<file path="config.mk">
export PLATFORM = sky130hd
export DESIGN_NAME = rotary_encoder_with_tap
export DESIGN_NICKNAME = d
export VERILOG_FILES = /design/src/sv/rotenc_pkg.sv /design/src/sv/rotenc_cfg.sv /design/src/sv/rotenc_in_reg.sv /design/src/sv/rotenc_core.sv /design/src/sv/rotary_encoder_with_tap.sv
export SDC_FILE = /design/constraint.sdc
export NUM_CORES = 1
export LEC_CHECK = 0
export ABC_AREA = 1
export BUFFER_PORTS_ARGS = -buffer_cell sky130_fd_sc_hd__buf_2
export CAP_MARGIN = 40
export CORE_MARGIN = 3
export CORE_UTILIZATION = 50
export CTS_CLUSTER_SIZE = 12
export DETAILED_ROUTE_END_ITERATION = 16
export HOLD_SLACK_MARGIN = 0.1
export PLACE_DENSITY = 0.7
export SYNTH_ARGS = -nofsm -noshare
export SYNTH_HDL_FRONTEND = slang
export SYNTH_HIERARCHICAL = 1
export SYNTH_SLANG_ARGS = --single-unit
</file>
<file path="constraint.sdc">
create_clock -name clk -period 6.1 [get_ports clk]
set_input_delay 1.83 -clock clk [delete_from_list [all_inputs] [get_ports clk]]
set_output_delay 1.83 -clock clk [all_outputs]
set_load 0.05 [all_outputs]
</file>
<file path="src/sv/rotenc_pkg.sv">
`timescale 1ns / 1ps

package rotenc_pkg;

    localparam int TICK_WIDTH = 32;
    localparam int NOW_W      = 32;
    localparam int CFG_W      = 16;
    localparam int CFG_IDX_W  = 1;
    localparam int POS_W      = 32;

    localparam logic [CFG_W-1:0] LOCKOUT_RESET = 16'd10;
    localparam logic [CFG_W-1:0] HOLDOFF_RESET = 16'd200;

    localparam logic [CFG_IDX_W-1:0] CFG_LOCKOUT = 1'b0;
    localparam logic [CFG_IDX_W-1:0] CFG_HOLDOFF = 1'b1;

    localparam logic OP_ENC = 1'b0;
    localparam logic OP_SW  = 1'b1;

    typedef enum logic [1:0] {
        STEP_NONE = 2'd0,
        STEP_CW   = 2'd1,
        STEP_CCW  = 2'd2
    } step_t;

    typedef logic [2:0] dec_state_t;

    localparam dec_state_t DEC_START = 3'd0;
    localparam dec_state_t DEC_LAST  = 3'd6;

    // Table entry: direction flags in bits 5:4, next decoder state in bits 2:0.
    localparam logic [5:0] DIR_CW_FLAG  = 6'h10;
    localparam logic [5:0] DIR_CCW_FLAG = 6'h20;
    localparam logic [5:0] DIR_MASK     = 6'h30;

    localparam logic [5:0] STEP_TABLE [0:6][0:3] = '{
        '{6'h00, 6'h02, 6'h04, 6'h00},
        '{6'h03, 6'h00, 6'h01, 6'h10},
        '{6'h03, 6'h02, 6'h00, 6'h00},
        '{6'h03, 6'h02, 6'h01, 6'h00},
        '{6'h06, 6'h00, 6'h04, 6'h00},
        '{6'h06, 6'h05, 6'h00, 6'h20},
        '{6'h06, 6'h05, 6'h04, 6'h00}
    };

    typedef struct packed {
        logic             op;
        logic             pin_a;
        logic             pin_b;
        logic             pin_sw;
        logic [NOW_W-1:0] now_ms;
    } item_t;

    typedef struct packed {
        logic [CFG_W-1:0] lockout;
        logic [CFG_W-1:0] holdoff;
    } cfg_t;

endpackage

</file>
<file path="src/sv/rotenc_cfg.sv">
`timescale 1ns / 1ps

module rotenc_cfg (
    input  logic                                 clk,
    input  logic                                 rst_n,
    input  logic                                 cfg_we,
    input  logic [rotenc_pkg::CFG_IDX_W-1:0]     cfg_index,
    input  logic [rotenc_pkg::CFG_W-1:0]         cfg_wdata,
    output rotenc_pkg::cfg_t                     cfg
);

    logic [rotenc_pkg::CFG_W-1:0] lockout_reg;
    logic [rotenc_pkg::CFG_W-1:0] holdoff_reg;

    always_ff @(posedge clk or negedge rst_n)
    begin
        if (!rst_n)
        begin
            lockout_reg <= rotenc_pkg::LOCKOUT_RESET;
            holdoff_reg <= rotenc_pkg::HOLDOFF_RESET;
        end
        else if (cfg_we)
        begin
            unique case (cfg_index)
                rotenc_pkg::CFG_LOCKOUT: lockout_reg <= cfg_wdata;
                rotenc_pkg::CFG_HOLDOFF: holdoff_reg <= cfg_wdata;
                default: ;
            endcase
        end
    end

    assign cfg.lockout = lockout_reg;
    assign cfg.holdoff = holdoff_reg;

endmodule

</file>
<file path="src/sv/rotenc_in_reg.sv">
`timescale 1ns / 1ps

module rotenc_in_reg (
    input  logic                           clk,
    input  logic                           rst_n,
    input  logic                           in_valid,
    output logic                           in_ready,
    input  logic                           op,
    input  logic                           pin_a,
    input  logic                           pin_b,
    input  logic                           pin_sw,
    input  logic [rotenc_pkg::NOW_W-1:0]   now_ms,
    output logic                           item_valid,
    output rotenc_pkg::item_t              item,
    input  logic                           item_take
);

    logic              valid_reg;
    rotenc_pkg::item_t item_reg;

    assign in_ready = !valid_reg || item_take;

    always_ff @(posedge clk or negedge rst_n)
    begin
        if (!rst_n)
        begin
            valid_reg <= 1'b0;
        end
        else if (in_ready)
        begin
            valid_reg <= in_valid;
        end
    end

    always_ff @(posedge clk)
    begin
        if (in_ready && in_valid)
        begin
            item_reg.op     <= op;
            item_reg.pin_a  <= pin_a;
            item_reg.pin_b  <= pin_b;
            item_reg.pin_sw <= pin_sw;
            item_reg.now_ms <= now_ms;
        end
    end

    assign item_valid = valid_reg;
    assign item       = item_reg;

endmodule

</file>
<file path="src/sv/rotenc_core.sv">
`timescale 1ns / 1ps

module rotenc_core #(
    parameter int TICK_WIDTH = rotenc_pkg::TICK_WIDTH
) (
    input  logic                           clk,
    input  logic                           rst_n,
    input  rotenc_pkg::cfg_t               cfg,
    input  logic                           item_valid,
    input  rotenc_pkg::item_t              item,
    output logic                           item_take,
    output logic                           out_valid,
    input  logic                           out_ready,
    output logic signed [rotenc_pkg::POS_W-1:0] position,
    output logic [1:0]                     step,
    output logic                           tap
);

    rotenc_pkg::dec_state_t          dec_state_reg, dec_state_next;
    logic [1:0]                      last_lines_reg, last_lines_next;
    logic                            lines_valid_reg, lines_valid_next;
    logic [rotenc_pkg::POS_W-1:0]    count_reg, count_next;
    logic [TICK_WIDTH-1:0]           rot_time_reg, rot_time_next;
    logic                            held_reg, held_next;
    logic [TICK_WIDTH-1:0]           tap_time_reg, tap_time_next;

    logic                            out_valid_reg;
    logic [rotenc_pkg::POS_W-1:0]    position_reg;
    rotenc_pkg::step_t               step_reg, step_next;
    logic                            tap_reg, tap_next;

    logic [1:0]                      ab;
    logic [TICK_WIDTH-1:0]           now;
    logic [TICK_WIDTH-1:0]           since_rot;
    logic [TICK_WIDTH-1:0]           since_tap;
    rotenc_pkg::dec_state_t          cur;
    logic [5:0]                      entry;

    assign item_take = item_valid && (!out_valid_reg || out_ready);

    assign ab        = {item.pin_a, item.pin_b};
    assign now       = item.now_ms[TICK_WIDTH-1:0];
    assign since_rot = now - rot_time_reg;
    assign since_tap = now - tap_time_reg;
    assign cur       = (dec_state_reg > rotenc_pkg::DEC_LAST) ? rotenc_pkg::DEC_START
                                                              : dec_state_reg;
    assign entry     = rotenc_pkg::STEP_TABLE[cur][ab];

    always_comb
    begin
        dec_state_next   = dec_state_reg;
        last_lines_next  = last_lines_reg;
        lines_valid_next = lines_valid_reg;
        count_next       = count_reg;
        rot_time_next    = rot_time_reg;
        held_next        = held_reg;
        tap_time_next    = tap_time_reg;
        step_next        = rotenc_pkg::STEP_NONE;
        tap_next         = 1'b0;

        if (item.op == rotenc_pkg::OP_ENC)
        begin
            if (item.pin_sw && !(lines_valid_reg && ab == last_lines_reg))
            begin
                last_lines_next  = ab;
                lines_valid_next = 1'b1;
                rot_time_next    = now;
                dec_state_next   = entry[2:0];
                if ((entry & rotenc_pkg::DIR_MASK) == rotenc_pkg::DIR_CW_FLAG)
                begin
                    count_next = count_reg + 1'b1;
                    step_next  = rotenc_pkg::STEP_CW;
                end
                else if ((entry & rotenc_pkg::DIR_MASK) == rotenc_pkg::DIR_CCW_FLAG)
                begin
                    count_next = count_reg - 1'b1;
                    step_next  = rotenc_pkg::STEP_CCW;
                end
            end
        end
        else
        begin
            if (!item.pin_sw)
            begin
                if (since_rot >= TICK_WIDTH'(cfg.lockout) && !held_reg &&
                    since_tap >= TICK_WIDTH'(cfg.holdoff))
                begin
                    held_next     = 1'b1;
                    tap_time_next = now;
                    tap_next      = 1'b1;
                end
            end
            else
            begin
                held_next = 1'b0;
            end
        end
    end

    always_ff @(posedge clk or negedge rst_n)
    begin
        if (!rst_n)
        begin
            dec_state_reg   <= rotenc_pkg::DEC_START;
            last_lines_reg  <= 2'b00;
            lines_valid_reg <= 1'b0;
            count_reg       <= '0;
            rot_time_reg    <= '0;
            held_reg        <= 1'b0;
            tap_time_reg    <= '0;
            out_valid_reg   <= 1'b0;
        end
        else
        begin
            if (item_take)
            begin
                dec_state_reg   <= dec_state_next;
                last_lines_reg  <= last_lines_next;
                lines_valid_reg <= lines_valid_next;
                count_reg       <= count_next;
                rot_time_reg    <= rot_time_next;
                held_reg        <= held_next;
                tap_time_reg    <= tap_time_next;
                out_valid_reg   <= 1'b1;
            end
            else if (out_ready)
            begin
                out_valid_reg <= 1'b0;
            end
        end
    end

    always_ff @(posedge clk)
    begin
        if (item_take)
        begin
            position_reg <= count_next;
            step_reg     <= step_next;
            tap_reg      <= tap_next;
        end
    end

    assign out_valid = out_valid_reg;
    assign position  = position_reg;
    assign step      = step_reg;
    assign tap       = tap_reg;

endmodule

</file>
<file path="src/sv/rotary_encoder_with_tap.sv">
`timescale 1ns / 1ps

// Quadrature encoder decoder with push-switch tap detection.
// The input channel (in_valid/in_ready) carries one pin-edge event per transfer:
// op selects an encoder line edge or a switch edge, with the sampled lines and
// a millisecond tick. The output channel (out_valid/out_ready) returns exactly
// one result per event: the position count after the event, the detent step
// and the tap flag.
// An event is captured in an input register and resolved into the result
// register when that register is empty or its result is being taken, which
// raises out_valid. One event per cycle is sustained while the receiver
// takes results; the single decode and compare pass sets that figure.
// When the receiver stalls, one result waits in the result register and one
// event in the input register, after which in_ready drops.
// Reset clears the decoder, the position count, the time stamps and both
// valid flags; the lockout and holdoff registers return to 10 and 200 ms.
// The configuration port writes register 0 (rotation lockout) or register 1
// (tap holdoff) at any edge with cfg_we high; the user must use it only while idle, as the block does not enforce this.

module rotary_encoder_with_tap #(
    parameter int TICK_WIDTH = rotenc_pkg::TICK_WIDTH
) (
    input  logic                                 clk,
    input  logic                                 rst_n,
    input  logic                                 cfg_we,
    input  logic [rotenc_pkg::CFG_IDX_W-1:0]     cfg_index,
    input  logic [rotenc_pkg::CFG_W-1:0]         cfg_wdata,
    input  logic                                 in_valid,
    output logic                                 in_ready,
    input  logic                                 op,
    input  logic                                 pin_a,
    input  logic                                 pin_b,
    input  logic                                 pin_sw,
    input  logic [rotenc_pkg::NOW_W-1:0]         now_ms,
    output logic                                 out_valid,
    input  logic                                 out_ready,
    output logic signed [rotenc_pkg::POS_W-1:0]  position,
    output logic [1:0]                           step,
    output logic                                 tap
);

    rotenc_pkg::cfg_t  cfg;
    rotenc_pkg::item_t item;
    logic              item_valid;
    logic              item_take;

    rotenc_cfg u_cfg (
        .clk       (clk),
        .rst_n     (rst_n),
        .cfg_we    (cfg_we),
        .cfg_index (cfg_index),
        .cfg_wdata (cfg_wdata),
        .cfg       (cfg)
    );

    rotenc_in_reg u_in_reg (
        .clk        (clk),
        .rst_n      (rst_n),
        .in_valid   (in_valid),
        .in_ready   (in_ready),
        .op         (op),
        .pin_a      (pin_a),
        .pin_b      (pin_b),
        .pin_sw     (pin_sw),
        .now_ms     (now_ms),
        .item_valid (item_valid),
        .item       (item),
        .item_take  (item_take)
    );

    rotenc_core #(
        .TICK_WIDTH (TICK_WIDTH)
    ) u_core (
        .clk        (clk),
        .rst_n      (rst_n),
        .cfg        (cfg),
        .item_valid (item_valid),
        .item       (item),
        .item_take  (item_take),
        .out_valid  (out_valid),
        .out_ready  (out_ready),
        .position   (position),
        .step       (step),
        .tap        (tap)
    );

endmodule
</file>
Yosys cells after proc, flatten, opt, wreduce, memory -nomap -nowiden
Memory sizes are Yosys's and may differ from the RTL's.
Index checks and enable logic that the tools add are counted.
Operators by class
  reduce and logical (&&, ||, !) cells: 22
  bitwise operators: 6
  add/subtract/negate cells: 4
  equality and inequality tests: 3
  multiplexer cells: 17
  magnitude comparators: 5
Operators by type and width (number)
  32-bit two-way mux: 4
  32-bit by 16-bit greater-or-equal comparator with 1-bit output: 2
  32-bit subtractor: 2
  24-bit two-way mux: 2
  32-bit by 1-bit adder with 32-bit output (second input constant): 1
  32-bit by 1-bit subtractor with 32-bit output (second input constant): 1
  6-bit binary-select mux with 2-bit select: 1
  6-bit two-way mux: 2
  1-bit logical AND: 6
  1-bit two-way mux: 6
  3-bit AND reduction: 2
  4-bit greater-or-equal comparator (second input constant): 1
  1-bit logical NOT: 4
  1-bit NOT: 4
  3-bit NOT with 4-bit output: 1
  2-bit AND reduction: 2
  4-bit AND reduction: 1
  2-bit nonzero test: 2
  2-bit OR reduction: 2
  3-bit greater-or-equal comparator (second input constant): 1
  3-bit > comparator (second input constant): 1
  3-bit two-way mux: 1
  2-bit NOT with 3-bit output: 1
  3-bit OR reduction: 1
  5 further kinds: 6
Word-level totals
  memories: 1
  register bits after elaboration: 208
  input port bits: 58
  output and inout port bits: 37
  word-level logic and storage cells: 78
  memory bits (read-only): 192
Memory list
  (no name shown): words 8, width 24, read ports 1, clocked after Yosys merged registers in 0, wr ports 0, RTL line rotenc_core.sv:47  | assign entry = rotenc_pkg::STEP_TABLE[cur][ab];

Depth between registers and ports, before layout
  depth in word-level cells: 14
  mapped depth: 27
  mapped depth without buffers: 27

Hierarchy
Netlist, hierarchy kept.
By module, submodules not included
  rotenc_core: cells an instance 1986, instances 1, seq. area each 3653.5 um^2, area an instance 12632.1 um^2
  rotenc_cfg: cells an instance 140, instances 1, seq. area each 807.0 um^2, area an instance 1326.3 um^2
  rotenc_in_reg: cells an instance 42, instances 1, seq. area each 1106.1 um^2, area an instance 1126.1 um^2

Least setup slack after synthesis
OpenSTA, ideal clock, no wires.
  path kind: input to register
  start point: in out_ready
  end point: reg u_in_reg.item_reg, in the netlist u_in_reg/item[0] (enable)
  data arrival time: 5.516 ns
  path slack: 0.143 ns
  buffers on the path: 2
  cell stages on the path: 8
  path through: inv_1 nand2_1 nand2_1 clkinv_1 buf_2 buf_1 inv_1 a21oi_1
Between the ends
  cells in the longest elaborated chain, start to end: 4
Ends and longest elaborated chain
  start: declaration: RTL line rotary_encoder_with_tap.sv:36  | input logic out_ready,
  1-bit logical OR: RTL line rotenc_core.sv:39  | assign item_take = item_valid && (!out_valid_reg || out_ready);
  1-bit logical AND: RTL line rotenc_core.sv:39
  net item_take: RTL line rotary_encoder_with_tap.sv:45  | logic item_take;
  1-bit logical OR: RTL line rotenc_in_reg.sv:21  | assign in_ready = !valid_reg || item_take;
  1-bit logical AND: RTL line rotenc_in_reg.sv:37  | if (in_ready && in_valid)
  end: declaration: RTL line rotenc_in_reg.sv:19  | rotenc_pkg::item_t item_reg;
The timed path passes the listed nets, and every way through them passes these cells.
A chain may end at the register's enable or synchronous reset.

Worst setup path after layout
  start point: in out_ready
  end point: out in_ready
Between the ends
  cells in the longest elaborated chain, start to end: 3
Ends and longest elaborated chain
  1-bit logical OR: RTL line rotenc_core.sv:39
  1-bit logical AND: RTL line rotenc_core.sv:39
  net item_take: RTL line rotary_encoder_with_tap.sv:45
  1-bit logical OR: RTL line rotenc_in_reg.sv:21
  end: declaration: RTL line rotary_encoder_with_tap.sv:29  | output logic in_ready,
The timed path passes the listed nets, and every way through them passes these cells.

==> impl_summary.txt <==
----------------------------------------------------
[STA]
  Final Hold Viols ... 0
  F_max ... roughly 210 MHz
  Setup TNS ... 0 ns
  Period minus WS final ... about 4.7 ns
  RSZ-0062 raised after global routing ... no
  Worst Tran Pin Value ... 0.8747 ns
  Hold Slack ... ~0.45 ns
  Final critical-path share of the clock period ... 0.7771
  Final-report max-slew violation count ... 0
  Endpoints failing setup ... 0
  Final setup slack of the worst path ... ~1.4 ns
  Worst rel slew slack ... 0.4169
  Worst clock skew ... around 0.019 ns

[Clocking]
  CTS Buffer Depth ... 3
  CTS resizes ... 0
  Clock slew at reported path FFs ... roughly 0.06 ns
  Number of H-tree levels ... 1
  Total clock buffers created by CTS ... 24
  Number of buffers added to fix hold violations after cts ... 0
  Clock Sinks ... around 210
  Clock tree from TritonCTS ... done
  Number of buffers added for setup after CTS ... 0
  Master cell of the clock root buffer ... sky130_fd_sc_hd__clkbuf_16
  Clock insertion delay at the later pin of the skew report ... 0.52 ns

[Pwr]
  Cell Pwr Density ... 500.7 nW/um^2
  Worst supply voltage drop on vdd ... ~230 uV
  Static leakage ... ~9 nW

[Synthesis]
  Synth area leaders ... sky130_fd_sc_hd__dfrtp_1 22%, sky130_fd_sc_hd__nand2_1 19%, sky130_fd_sc_hd__edfxtp_1 14%, sky130_fd_sc_hd__inv_1 9.2%, sky130_fd_sc_hd__ha_1 8.0%
  FFs w/ async S/R, synth ... 0.6587
  Register bit count reported by yosys ... between 200 and 250
  Number of instances in the synthesized netlist ... around 2200
  Syn. warnings ... 6
  EDFF count, synth ... slightly above 70
  Post-Synthesis Cell Area ... 15080 sq um
  Yosys top cell by area ... sky130_fd_sc_hd__dfrtp_1
  Most common flop cell mapped by yosys ... sky130_fd_sc_hd__dfrtp_1
  Share of the yosys chip area belonging to registers ... 0.3690
  Portion of synthesized cell area occupied by the leading cell type ... 0.2190
  Average instance area after synthesis ... approximately 7 sq um
  Post-synth net total ... approximately 2300
  Count of cell types in the netlist ... 59

[Placed design]
  Post-Place Cells ... about 2600
  Weighted congestion at the end of routability-driven global placement ... 0.9589
  Post-place setup slack ... approximately 1.4 ns
  IO Port Bufs ... 94
  Dpl hpwl ... ~31000 um

[Floorplan]
  X dimension of the die ... 179.7 um
  Area inside the core boundary ... a little under 30000 sq um
  Height of the die ... approximately 180 um
  Row count ... slightly above 60
  Number of ports placed on the die boundary ... 95
  Initial standard-cell utilization of the core ... 0.5158
  Die area ... 32290 sq um

[Global route]
  Global-route wire length before repair ... around 65000 um
  Grt total ovfl ... 0
  Total Routing Usage GR ... 0.2407
  Antenna violations before repair ... 0
  Number of global-route vias before repair ... 12870
  Maximum number of pins on one net before global-route repair ... 82

[Worst hold path]
  Classification of the worst-slack hold path ... reg -> reg
  Cell count of the worst hold path ... 2

[Detailed routing]
  Post-DR vias/cell ... 5.160
  Drc violations ... 0
  Wire length per cell after detailed routing ... 14.74 um
  Number of nets with antenna violations after detailed routing ... 0
  Final WL ... just under 40000 um
  Via count ... around 14000
  DR pass1 iterations ... 7
  Initial detailed-routing violation count ... ~1200

[Critical path]
  Crit path required time ... ~4.3 ns
  Worst path arrival time ... 2.91 ns
  Path type of the worst setup path ... in -> out
  R2R depth ... 22
  CP Max Fanout ... 31
  Critical Path End Type ... output pin
  Setup crit start kind ... input pin

[Finish]
  Cell Count, Final, Fillers Out ... 2651
  Area overhead of the layout relative to synthesis ... 10.47%
  Utilization after layout ... 0.5698
  Max FFs per register ... 36
  Number of inserted diodes ... 0
  Post-layout nets ... between 2000 and 2500
  Fraction of final layout cells with drive strength greater than 1 ... 0.08778

[Flow run]
  Max-capacitance violation count ... 0

[Status]
  Result of the run ... complete, no violations

----------------------------------------------------
## critical path, stage by stage
cell	delay [ns]
sky130_fd_sc_hd__buf_2	0.09
sky130_fd_sc_hd__inv_1	0.04
sky130_fd_sc_hd__nand2_1	0.05
sky130_fd_sc_hd__nand2_1	0.06
sky130_fd_sc_hd__buf_4	0.29
sky130_fd_sc_hd__clkinv_2	0.10
sky130_fd_sc_hd__inv_1	0.13
sky130_fd_sc_hd__nand2_1	0.09
sky130_fd_sc_hd__buf_2	0.22
## where the power goes
part / leakage (nW) / switching, mW / internal [mW]
clock network: 0.397 / 0.560 / 0.877
logic: 6.11 / 3.16 / 1.62
registers: 2.42 / 0.257 / 1.88
total: 8.92 / 3.97 / 4.37
## area by class of cell
cell class | count | area, sq um
fillers | 2847 | 12580
multi-input cells | 1523 | 7806
flip-flops and latches | 208 | 5567
inverters | 390 | 1470
clock buffers | 37 | 742.0
repair buffers | 102 | 536.8
well taps | 384 | 480.5
clock inverters | 7 | 61.31
## placed cells by master, fill, tap and decap left out, types with 11 or more instances in the layout
master	Yosys	routed
sky130_fd_sc_hd__inv_2	19	19
sky130_fd_sc_hd__nand2_1	765	765
sky130_fd_sc_hd__nor3_1	32	32
sky130_fd_sc_hd__nand4_1	49	49
sky130_fd_sc_hd__a21oi_1	69	68
sky130_fd_sc_hd__clkbuf_16	0	26
sky130_fd_sc_hd__nand3_1	118	118
sky130_fd_sc_hd__xor2_1	55	55
sky130_fd_sc_hd__dfrtp_1	132	132
sky130_fd_sc_hd__ha_1	96	96
sky130_fd_sc_hd__edfxtp_1	71	71
sky130_fd_sc_hd__nor2_1	150	148
sky130_fd_sc_hd__inv_1	368	368
sky130_fd_sc_hd__and2_1	11	11
sky130_fd_sc_hd__o21ai_0	88	88
sky130_fd_sc_hd__buf_2	4	93
## metrics by stage
stage	total power, mW	area [sq um]
final	8.344	16660
after global routing	9.223	16660
after global placement	6.761	15860
after floorplan	5.766	15080
after detailed placement	6.870	15860
after CTS	8.362	16660
## cells in the mapped netlist (all sizes together), types with 2 or more instances
cell and number:
o21a 2, xor2 56, nand2 774, a211oi 2
o211ai 3, dfstp 5, a22oi 2, ha 96
a221oi 2, xnor2 5, nand4 50, inv 388
a21oi 71, nand3b 9, a32oi 2, nand3 119
nor3 34, a31oi 2, nor2 161, o22ai 2
dfrtp 132, buf 22, and2 11, or2 2
edfxtp 71, clkinv 2, o21ai 98, nor4 3
nor3b 2, o21bai 5, fa 2, clkbuf 25
## path summary, 6_finish.rpt
path	start	end	slack, ns
min reg2reg	u_core/lines_valid_reg	u_core/lines_valid_reg	0.45
min in group asynchronous	rst_n	u_cfg/lockout_reg[7]	1.27
max reg2reg	u_in_reg/item[4]	u_core/tap_time_reg[19]	2.00
max in group asynchronous	rst_n	u_core/count_reg[20]	3.76
max	out_ready	in_ready	1.36
min	u_core/lines_valid_reg	u_core/lines_valid_reg	0.45
## metal layers
layer,vias up,wire length [um],GRT usage
met5,-,0,0
met4,0,891,0.05600
met3,60,2072,0.02546
met2,356,16890,0.3751
met1,6293,19210,0.3626
li1,6969,-,-
## cells by family after synthesis
kind of cell,count (synthesis),share of synthesized area
AO/OA/AOI/OAI,198,0.07266
XOR/XNOR,61,0.03592
adder cells (fa/ha/maj),98,0.08228
buffers and inverters,437,0.1149
flip-flops,208,0.3690
AND/OR/NAND/NOR,1166,0.3252
Power figures use the tool's default switching activity.
